## src/hw/rtl/msr_pkg.sv

```systemverilog
package msr_pkg;

	localparam int DUTY_W   = 27;
	localparam int RATE_W   = 34;
	localparam int ELAP_W   = 16;
	localparam int QUOT_W   = 27;
	localparam int DVD_W    = 37;
	localparam int PROD_W   = RATE_W + ELAP_W;
	localparam int DIVISOR  = 1000;
	localparam int EST_LSB  = 5;
	localparam int RECIP_SH = 36;

	// floor(2^36 / 31.25): ((x >> 5) * RECIP_1000) >> 36 is x / 1000 or one short
	localparam logic [31:0] RECIP_1000 = 32'd2199023255;

	localparam logic [DUTY_W-1:0] DUTY_MAX = '1;

	localparam logic CFG_MIN_DUTY   = 1'b0;
	localparam logic CFG_ACCEL_DIST = 1'b1;

	typedef enum logic [2:0] {
		PH_WAIT  = 3'd0,
		PH_ACCEL = 3'd1,
		PH_WORK  = 3'd2,
		PH_DECEL = 3'd3,
		PH_STOP  = 3'd4
	} phase_t;

	typedef struct packed {
		logic load;
		logic rate;
		logic mul;
		logic div;
		logic fix;
		logic commit;
	} ctrl_cmd_t;

	typedef struct packed {
		logic out_free;
	} dp_sts_t;

endpackage

```

## src/hw/rtl/msr_ctrl.sv

```systemverilog
module msr_ctrl (
	input  logic                clk,
	input  logic                arst_n,
	input  logic                in_valid,
	output logic                in_ready,
	input  msr_pkg::dp_sts_t    sts,
	output msr_pkg::ctrl_cmd_t  cmd
);
	import msr_pkg::*;

	typedef enum logic [5:0] {
		S_IDLE   = 6'b000001,
		S_RATE   = 6'b000010,
		S_MUL    = 6'b000100,
		S_DIV    = 6'b001000,
		S_FIX    = 6'b010000,
		S_COMMIT = 6'b100000
	} state_t;

	state_t state_q, state_d;

	always_comb begin
		state_d  = state_q;
		cmd      = '0;
		in_ready = 1'b0;
		case (state_q)
			S_IDLE: begin
				in_ready = 1'b1;
				if (in_valid) begin
					cmd.load = 1'b1;
					state_d  = S_RATE;
				end
			end
			S_RATE: begin
				cmd.rate = 1'b1;
				state_d  = S_MUL;
			end
			S_MUL: begin
				cmd.mul = 1'b1;
				state_d = S_DIV;
			end
			S_DIV: begin
				cmd.div = 1'b1;
				state_d = S_FIX;
			end
			S_FIX: begin
				cmd.fix = 1'b1;
				state_d = S_COMMIT;
			end
			S_COMMIT: begin
				// hold until the output register can take the result
				if (sts.out_free) begin
					cmd.commit = 1'b1;
					state_d    = S_IDLE;
				end
			end
			default: begin
				state_d = S_IDLE;
			end
		endcase
	end

	always_ff @(posedge clk or negedge arst_n) begin
		if (!arst_n) begin
			state_q <= S_IDLE;
		end else begin
			state_q <= state_d;
		end
	end

endmodule

```

## src/hw/rtl/msr_datapath.sv

```systemverilog
module msr_datapath #(
	parameter int PERIOD = 1024
) (
	input  logic                clk,
	input  logic                arst_n,
	input  msr_pkg::ctrl_cmd_t  cmd,
	output msr_pkg::dp_sts_t    sts,
	input  logic [10:0]         min_start_duty,
	input  logic [15:0]         accel_distance,
	input  logic                start_req,
	input  logic                stop_req,
	input  logic                min_temp_ok,
	input  logic [10:0]         target_duty,
	output logic                out_valid,
	input  logic                out_ready,
	output logic [10:0]         motor_compare,
	output logic                motor_on,
	output logic [2:0]          phase,
	output logic                save_request,
	output logic                blower_off
);
	import msr_pkg::*;

	localparam logic [15:0]       PERIOD_W = 16'(PERIOD);
	localparam logic [PROD_W-1:0] SAT_LIM  = PROD_W'(DIVISOR) << QUOT_W;
	localparam logic [DVD_W-1:0]  DVS      = DVD_W'(DIVISOR);

	function automatic logic [15:0] clamp_cmp(input logic [DUTY_W-1:0] d);
		logic [DUTY_W:0] r;
		logic [15:0]     c;
		r = {1'b0, d} + (DUTY_W+1)'(32'h8000);
		c = 16'(r[DUTY_W:16]);
		if (c > PERIOD_W) begin
			c = PERIOD_W;
		end
		return c;
	endfunction

	logic              req_start_q, req_stop_q, req_temp_q;
	logic [10:0]       req_target_q;

	logic [DUTY_W-1:0] duty_q;
	logic              rate_neg_q;
	logic [RATE_W-1:0] rate_mag_q;
	logic [ELAP_W-1:0] elapsed_q;
	phase_t            phase_q;
	logic              en_q;

	logic              sat_q;
	logic [DVD_W-1:0]  dvd_q;
	logic [QUOT_W-1:0] qest_q;
	logic [QUOT_W-1:0] quot_q;

	logic              out_valid_q;
	logic [10:0]       out_cmp_q;
	logic              out_on_q;
	phase_t            out_phase_q;
	logic              out_save_q;

	logic [DUTY_W-1:0] min_q16, target_q16, end_q16, diff_mag;
	logic              diff_neg;
	logic [42:0]       rate_prod;
	logic [ELAP_W-1:0] elap_inc;
	logic [PROD_W-1:0] step_prod;
	logic [63:0]       recip_prod;
	logic [DVD_W-1:0]  qest_x1000;
	logic [DVD_W-1:0]  qest_rem;

	logic [DUTY_W:0]   inc_mag;
	logic [DUTY_W+1:0] moved_sum;
	logic [DUTY_W-1:0] moved;
	logic              dir_add;
	phase_t            eph, nph;
	logic [DUTY_W-1:0] nduty;
	logic              drive, en_next, save_next, clr_elapsed;
	logic [15:0]       ncmp;

	assign min_q16    = {min_start_duty, 16'b0};
	assign target_q16 = {req_target_q, 16'b0};

	always_comb begin
		end_q16    = req_stop_q ? duty_q : target_q16;
		diff_neg   = end_q16 < min_q16;
		diff_mag   = diff_neg ? (min_q16 - end_q16) : (end_q16 - min_q16);
		rate_prod  = 43'(diff_mag) * 43'(accel_distance);
		elap_inc   = (elapsed_q == '1) ? elapsed_q : elapsed_q + 1'b1;
		step_prod  = PROD_W'(rate_mag_q) * PROD_W'(elapsed_q);
		recip_prod = 64'(dvd_q[DVD_W-1:EST_LSB]) * 64'(RECIP_1000);
		// times 1000 as 1024 - 16 - 8
		qest_x1000 = (DVD_W'(qest_q) << 10) - (DVD_W'(qest_q) << 4) - (DVD_W'(qest_q) << 3);
		qest_rem   = dvd_q - qest_x1000;
	end

	always_ff @(posedge clk) begin
		if (cmd.load) begin
			req_start_q  <= start_req;
			req_stop_q   <= stop_req;
			req_temp_q   <= min_temp_ok;
			req_target_q <= target_duty;
		end
		if (cmd.mul) begin
			sat_q <= step_prod >= SAT_LIM;
			dvd_q <= (step_prod >= SAT_LIM) ? '0 : step_prod[DVD_W-1:0];
		end
		if (cmd.div) begin
			qest_q <= recip_prod[RECIP_SH+QUOT_W-1:RECIP_SH];
		end
		if (cmd.fix) begin
			quot_q <= qest_q + QUOT_W'(qest_rem >= DVS);
		end
	end

	assign sts.out_free = !out_valid_q || out_ready;

	always_comb begin
		inc_mag = sat_q ? (DUTY_W+1)'(1) << DUTY_W : {1'b0, quot_q};
		if (req_stop_q) begin
			eph = PH_DECEL;
		end else if (req_start_q) begin
			eph = PH_WAIT;
		end else begin
			eph = phase_q;
		end
		dir_add   = (eph == PH_ACCEL) ? !rate_neg_q : rate_neg_q;
		moved_sum = dir_add ? ({2'b0, duty_q} + {1'b0, inc_mag})
		                    : ({2'b0, duty_q} - {1'b0, inc_mag});
		if (moved_sum[DUTY_W+1]) begin
			moved = '0;
		end else if (moved_sum[DUTY_W]) begin
			moved = DUTY_MAX;
		end else begin
			moved = moved_sum[DUTY_W-1:0];
		end

		nph         = eph;
		nduty       = duty_q;
		drive       = 1'b0;
		save_next   = 1'b0;
		clr_elapsed = 1'b0;
		case (eph)
			PH_WAIT: begin
				if (req_temp_q) begin
					nph         = PH_ACCEL;
					nduty       = min_q16;
					drive       = 1'b1;
					clr_elapsed = 1'b1;
				end
			end
			PH_ACCEL: begin
				drive = 1'b1;
				if (duty_q < target_q16) begin
					nduty = moved;
				end else begin
					nduty = target_q16;
					nph   = PH_WORK;
				end
			end
			PH_WORK: begin
				nduty = target_q16;
				drive = 1'b1;
			end
			PH_DECEL: begin
				if (duty_q > min_q16) begin
					nduty = moved;
					drive = 1'b1;
				end else begin
					nph       = PH_STOP;
					nduty     = '0;
					save_next = 1'b1;
				end
			end
			default: begin
				nph = PH_STOP;
			end
		endcase

		ncmp    = clamp_cmp(nduty);
		en_next = en_q;
		if (drive && ncmp > 16'd1) begin
			en_next = 1'b1;
		end
		if (save_next) begin
			en_next = 1'b0;
		end
	end

	always_ff @(posedge clk or negedge arst_n) begin
		if (!arst_n) begin
			duty_q      <= '0;
			rate_neg_q  <= 1'b0;
			rate_mag_q  <= '0;
			elapsed_q   <= '0;
			phase_q     <= PH_STOP;
			en_q        <= 1'b0;
			out_valid_q <= 1'b0;
		end else begin
			if (cmd.rate) begin
				elapsed_q <= req_stop_q ? '0 : elap_inc;
				if (req_start_q || req_stop_q) begin
					rate_neg_q <= diff_neg;
					rate_mag_q <= rate_prod[42:9];
				end
			end
			if (cmd.commit) begin
				duty_q  <= nduty;
				phase_q <= nph;
				en_q    <= en_next;
				if (clr_elapsed) begin
					elapsed_q <= '0;
				end
				out_valid_q <= 1'b1;
			end else if (out_ready) begin
				out_valid_q <= 1'b0;
			end
		end
	end

	always_ff @(posedge clk) begin
		if (cmd.commit) begin
			out_cmp_q   <= ncmp[10:0];
			out_on_q    <= en_next;
			out_phase_q <= nph;
			out_save_q  <= save_next;
		end
	end

	assign out_valid     = out_valid_q;
	assign motor_compare = out_cmp_q;
	assign motor_on      = out_on_q;
	assign phase         = out_phase_q;
	assign save_request  = out_save_q;
	assign blower_off    = out_save_q;

endmodule

```

## src/hw/rtl/motor_soft_start_ramp.sv

```systemverilog
// Soft start and soft stop ramp for a PWM motor. Each request is one 1 ms tick
// and yields one result. A tick occupies the block from acceptance until it
// commits, so a new request is accepted only after that; the steps in order are
// the accepting cycle, the rate multiply, the rate-times-elapsed multiply, the
// reciprocal multiply that estimates the duty step divided by 1000, a correction
// of that estimate by a compare and subtract, and the commit. The result sits
// in an output register, so the next request is taken while it waits; commit
// holds only while that register is still full. Configuration writes are taken
// at any time and should be made between ticks.
module motor_soft_start_ramp #(
	parameter int PERIOD = 1024
) (
	input  logic        clk,
	input  logic        arst_n,
	input  logic        cfg_wr_en,
	input  logic        cfg_index,
	input  logic [15:0] cfg_data,
	input  logic        in_valid,
	output logic        in_ready,
	input  logic        start_req,
	input  logic        stop_req,
	input  logic        min_temp_ok,
	input  logic [10:0] target_duty,
	output logic        out_valid,
	input  logic        out_ready,
	output logic [10:0] motor_compare,
	output logic        motor_on,
	output logic [2:0]  phase,
	output logic        save_request,
	output logic        blower_off
);
	import msr_pkg::*;

	logic [10:0] min_start_duty_q;
	logic [15:0] accel_distance_q;
	ctrl_cmd_t   cmd;
	dp_sts_t     sts;

	always_ff @(posedge clk or negedge arst_n) begin
		if (!arst_n) begin
			min_start_duty_q <= 11'd153;
			accel_distance_q <= 16'd256;
		end else if (cfg_wr_en) begin
			case (cfg_index)
				CFG_MIN_DUTY:   min_start_duty_q <= cfg_data[10:0];
				CFG_ACCEL_DIST: accel_distance_q <= cfg_data;
				default:        ;
			endcase
		end
	end

	msr_ctrl u_ctrl (
		.clk      (clk),
		.arst_n   (arst_n),
		.in_valid (in_valid),
		.in_ready (in_ready),
		.sts      (sts),
		.cmd      (cmd)
	);

	msr_datapath #(
		.PERIOD (PERIOD)
	) u_datapath (
		.clk            (clk),
		.arst_n         (arst_n),
		.cmd            (cmd),
		.sts            (sts),
		.min_start_duty (min_start_duty_q),
		.accel_distance (accel_distance_q),
		.start_req      (start_req),
		.stop_req       (stop_req),
		.min_temp_ok    (min_temp_ok),
		.target_duty    (target_duty),
		.out_valid      (out_valid),
		.out_ready      (out_ready),
		.motor_compare  (motor_compare),
		.motor_on       (motor_on),
		.phase          (phase),
		.save_request   (save_request),
		.blower_off     (blower_off)
	);

endmodule

```

## config.mk

```make
export PLATFORM = sky130hd
export DESIGN_NAME = motor_soft_start_ramp
export DESIGN_NICKNAME = d
export VERILOG_FILES = /design/src/hw/rtl/msr_pkg.sv /design/src/hw/rtl/msr_ctrl.sv /design/src/hw/rtl/msr_datapath.sv /design/src/hw/rtl/motor_soft_start_ramp.sv
export SDC_FILE = /design/constraint.sdc
export NUM_CORES = 2
export LEC_CHECK = 0
export ABC_CLOCK_PERIOD_IN_PS = 13500
export BUFFER_PORTS_ARGS = -buffer_cell sky130_fd_sc_hd__buf_4
export CORE_ASPECT_RATIO = 1.75
export CORE_UTILIZATION = 60
export CTS_CLUSTER_SIZE = 20
export DETAILED_ROUTE_END_ITERATION = 10
export GPL_ROUTABILITY_DRIVEN = 1
export PLACE_DENSITY_LB_ADDON = 0.2
export SLEW_MARGIN = 20
export SYNTH_ARGS = -nofsm -noshare
export SYNTH_HDL_FRONTEND = slang
export SYNTH_HIERARCHICAL = 1
export SYNTH_SLANG_ARGS = --single-unit
```

## constraint.sdc

```tcl
create_clock -name clk -period 13.5 [get_ports clk]
set_input_delay 2.7 -clock clk [delete_from_list [all_inputs] [get_ports clk]]
set_output_delay 2.7 -clock clk [all_outputs]
set_load 0.005 [all_outputs]
```

==> results.json <==
{
  "critPathMaxFanout": 20,
  "core_um2": 105000,
  "min_path_cells": 1,
  "cts_resized": 0,
  "setup_slack_ps": 1470,
  "required_ps": 13950,
  "cts_setup_buffers": 0,
  "rr_endpoint": "u_datapath/rate_mag_q[31]$_DFFE_PN0P_",
  "gp_congestion": 0.981,
  "dieArea_um2": 107000,
  "rsz0062_at_grt": "false",
  "clk_latency_ps": 600,
  "area_growth_syn_to_layout_pct": 4.20,
  "regToRegSetupSlack_ps": 1470,
  "async_flop_share_pct": 48.9,
  "whs_endpoint": "u_datapath/en_q$_DFFE_PN0P_",
  "syn-num-nets": 8861,
  "ys_ff_latch": 237,
  "grtUsageTotal_pct": 35.5,
  "yosysSeqAreaShare_pct": 10.4,
  "wl_per_cell_um": 22.4,
  "viasPerCell": 5.92,
  "via_count": 48124,
  "cts_max_level": 1,
  "ys_top_cells_by_area": "fa_1 38%, ha_1 15%, inv_1 9.3%",
  "finalHoldViolCount": 0,
  "hold_class": "flop to flop",
  "nets": 8757,
  "slowest_stage": "edfxtp_1",
  "io_buffers": 54,
  "met1Wirelength_mm": 60.5,
  "yosysUniqueCellTypes": 109,
  "maxClockFrequency_ghz": 0.0831,
  "io_pins": 55,
  "critPathLaunchType": "flop",
  "clk_pin_slew_worst_paths_ps": 70,
  "violations": "design-rule violations",
  "cp.arrival_ps": 12480,
  "synth_edf_count": 121,
  "path_class": "flop to flop",
  "antenna_found_initial": 2,
  "cap_violations": 0,
  "syn_inst": 6860,
  "wl_met3_mm": 9.47,
  "drv_slew": 0,
  "max_stage_delay_ps": 770,
  "wl_met2_mm": 96.5,
  "drcViolationCount": 12,
  "die_x_um": 247,
  "setup_viol": 0,
  "drt_wl_total_mm": 182,
  "cp_top_family": "compound AO/OA/AOI/OAI gates",
  "drt_iter0_drc": 2726,
  "cp-end-kind": "flop",
  "r2r-start": "u_datapath/req_stop_q$_DFFE_PP_",
  "gr-total-overflow": 0,
  "r2r_cells": 37,
  "instances_no_fill": 8128,
  "grt_pass1_wl_mm": 288,
  "drive_above_1_share_pct": 4.07,
  "start_util_pct": 60.5,
  "yosysMostFrequentCell": "inv_1",
  "die_y_um": 431,
  "hold_buffers": 0,
  "finClkSkew_ps": 12.8,
  "netlist_area_um2": 63200,
  "syn_area_per_cell_um2": 9.21,
  "yosys.area.top_type_share_pct": 38.0,
  "top_layer_used": "met4",
  "drt-pass1-iter-count": 11,
  "cts_buffers": 26,
  "period_share_pct": 89.1,
  "ant_nets": 0,
  "dp.cells": 8078,
  "tritoncts": "built",
  "cts-root-buf": "clkbuf_16",
  "synthFlopType": "edfxtp_1",
  "min_period_ps": 12030,
  "yosysWarnings": 6,
  "tns_ps": 0,
  "hold_ws_ps": 510,
  "max_slew.worst_pin.slew_ps": 1110,
  "place_hpwl_mm": 148,
  "min_from": "u_datapath/en_q$_DFFE_PN0P_",
  "yosysTopAreaCell": "fa_1",
  "cts_buffer_depth": 3,
  "post-place-ws_ps": 1610,
  "fp-row-count": 157,
  "synthTopCellsByCount": "1,567 x inv_1, 1,199 x fa_1, 872 x nand2_1",
  "grt_max_degree": 71,
  "slew_headroom_pct": 26.2,
  "cts.sinks": 237,
  "critPathBufInv": 7,
  "outcome": "finished, violations left",
  "grt_pass1_vias": 52783
}
==> metal layers <==
| metal | global-route usage, % | vias to the layer above |
|---|---|---|
| li1 | - | 21194 |
| met1 | 38.1 | 24366 |
| met2 | 64.6 | 1814 |
| met3 | 3.54 | 750 |
| met4 | 25.0 | 0 |
| met5 | 0 | - |
==> through the flow <==
stage | utilization [%] | cell area (µm²)
floorplan | - | 63200
global placement | 62.1 | 64900
detailed placement | 62.1 | 64900
CTS | 63.0 | 65800
global route | 63.0 | 65800
finish | 63.0 | 65800
==> sequential cells by signal, indices dropped and copies added, names as in the netlist, 16 cells and up <==
name and count:
accel_distance_q 16, u_datapath/duty_q 27, u_datapath/dvd_q 36, u_datapath/elapsed_q 16
u_datapath/qest_q 27, u_datapath/quot_q 27, u_datapath/rate_mag_q 34
==> cells by family after synthesis <==
kind of cell	share of synthesized area [%]
flops	10.4
xor+xnor	2.91
fa+ha+maj	53.1
simple gates	13.4
compound gates	8.58
mux	0.659
buf+inv	10.9
==> worst max path at each step <==
stage,from,end,slack (ps),depth (start not counted)
finish,u_datapath/req_stop_q$_DFFE_PP_,u_datapath/rate_mag_q[31]$_DFFE_PN0P_,1470,37
floorplan,u_datapath/req_stop_q$_DFFE_PP_,u_datapath/rate_mag_q[33]$_DFFE_PN0P_,3040,43
global placement,u_datapath/req_stop_q$_DFFE_PP_,u_datapath/rate_mag_q[31]$_DFFE_PN0P_,1920,37
global route,u_datapath/req_stop_q$_DFFE_PP_,u_datapath/rate_mag_q[31]$_DFFE_PN0P_,910,37
CTS,u_datapath/req_stop_q$_DFFE_PP_,u_datapath/rate_mag_q[31]$_DFFE_PN0P_,1580,37
detailed placement,u_datapath/req_stop_q$_DFFE_PP_,u_datapath/rate_mag_q[31]$_DFFE_PN0P_,1610,37
==> cell type report <==
cell class | count | area (µm²)
timing repair buffer | 127 | 951
clock inverter | 19 | 240
sequential | 237 | 6560
tap | 1351 | 1690
inverter | 1568 | 5890
multi-input combinational | 4796 | 49800
antenna | 1 | 2.50
clock buffer | 29 | 693
fill | 8996 | 38700
==> cell usage in the layout (no fill, tap or decap), types with 28 or more instances in the layout <==
| cell | n |
|---|---|
| dfrtp_1 | 95 |
| a21oi_1 | 195 |
| edfxtp_1 | 121 |
| nand4_1 | 41 |
| o21a_1 | 35 |
| buf_4 | 126 |
| nand2b_1 | 31 |
| fa_1 | 1199 |
| nor2_1 | 206 |
| nor3_1 | 50 |
| xor2_1 | 65 |
| nand2_1 | 872 |
| a21o_1 | 98 |
| ha_1 | 766 |
| and2_1 | 293 |
| inv_1 | 1567 |
| o21ai_0 | 169 |
| and3_1 | 91 |
| xnor2_1 | 142 |
| a31oi_1 | 28 |
| nand3_1 | 63 |
Power is not shown: default switching activity piles up to over one toggle a cycle in this logic, so the estimate is an artifact.
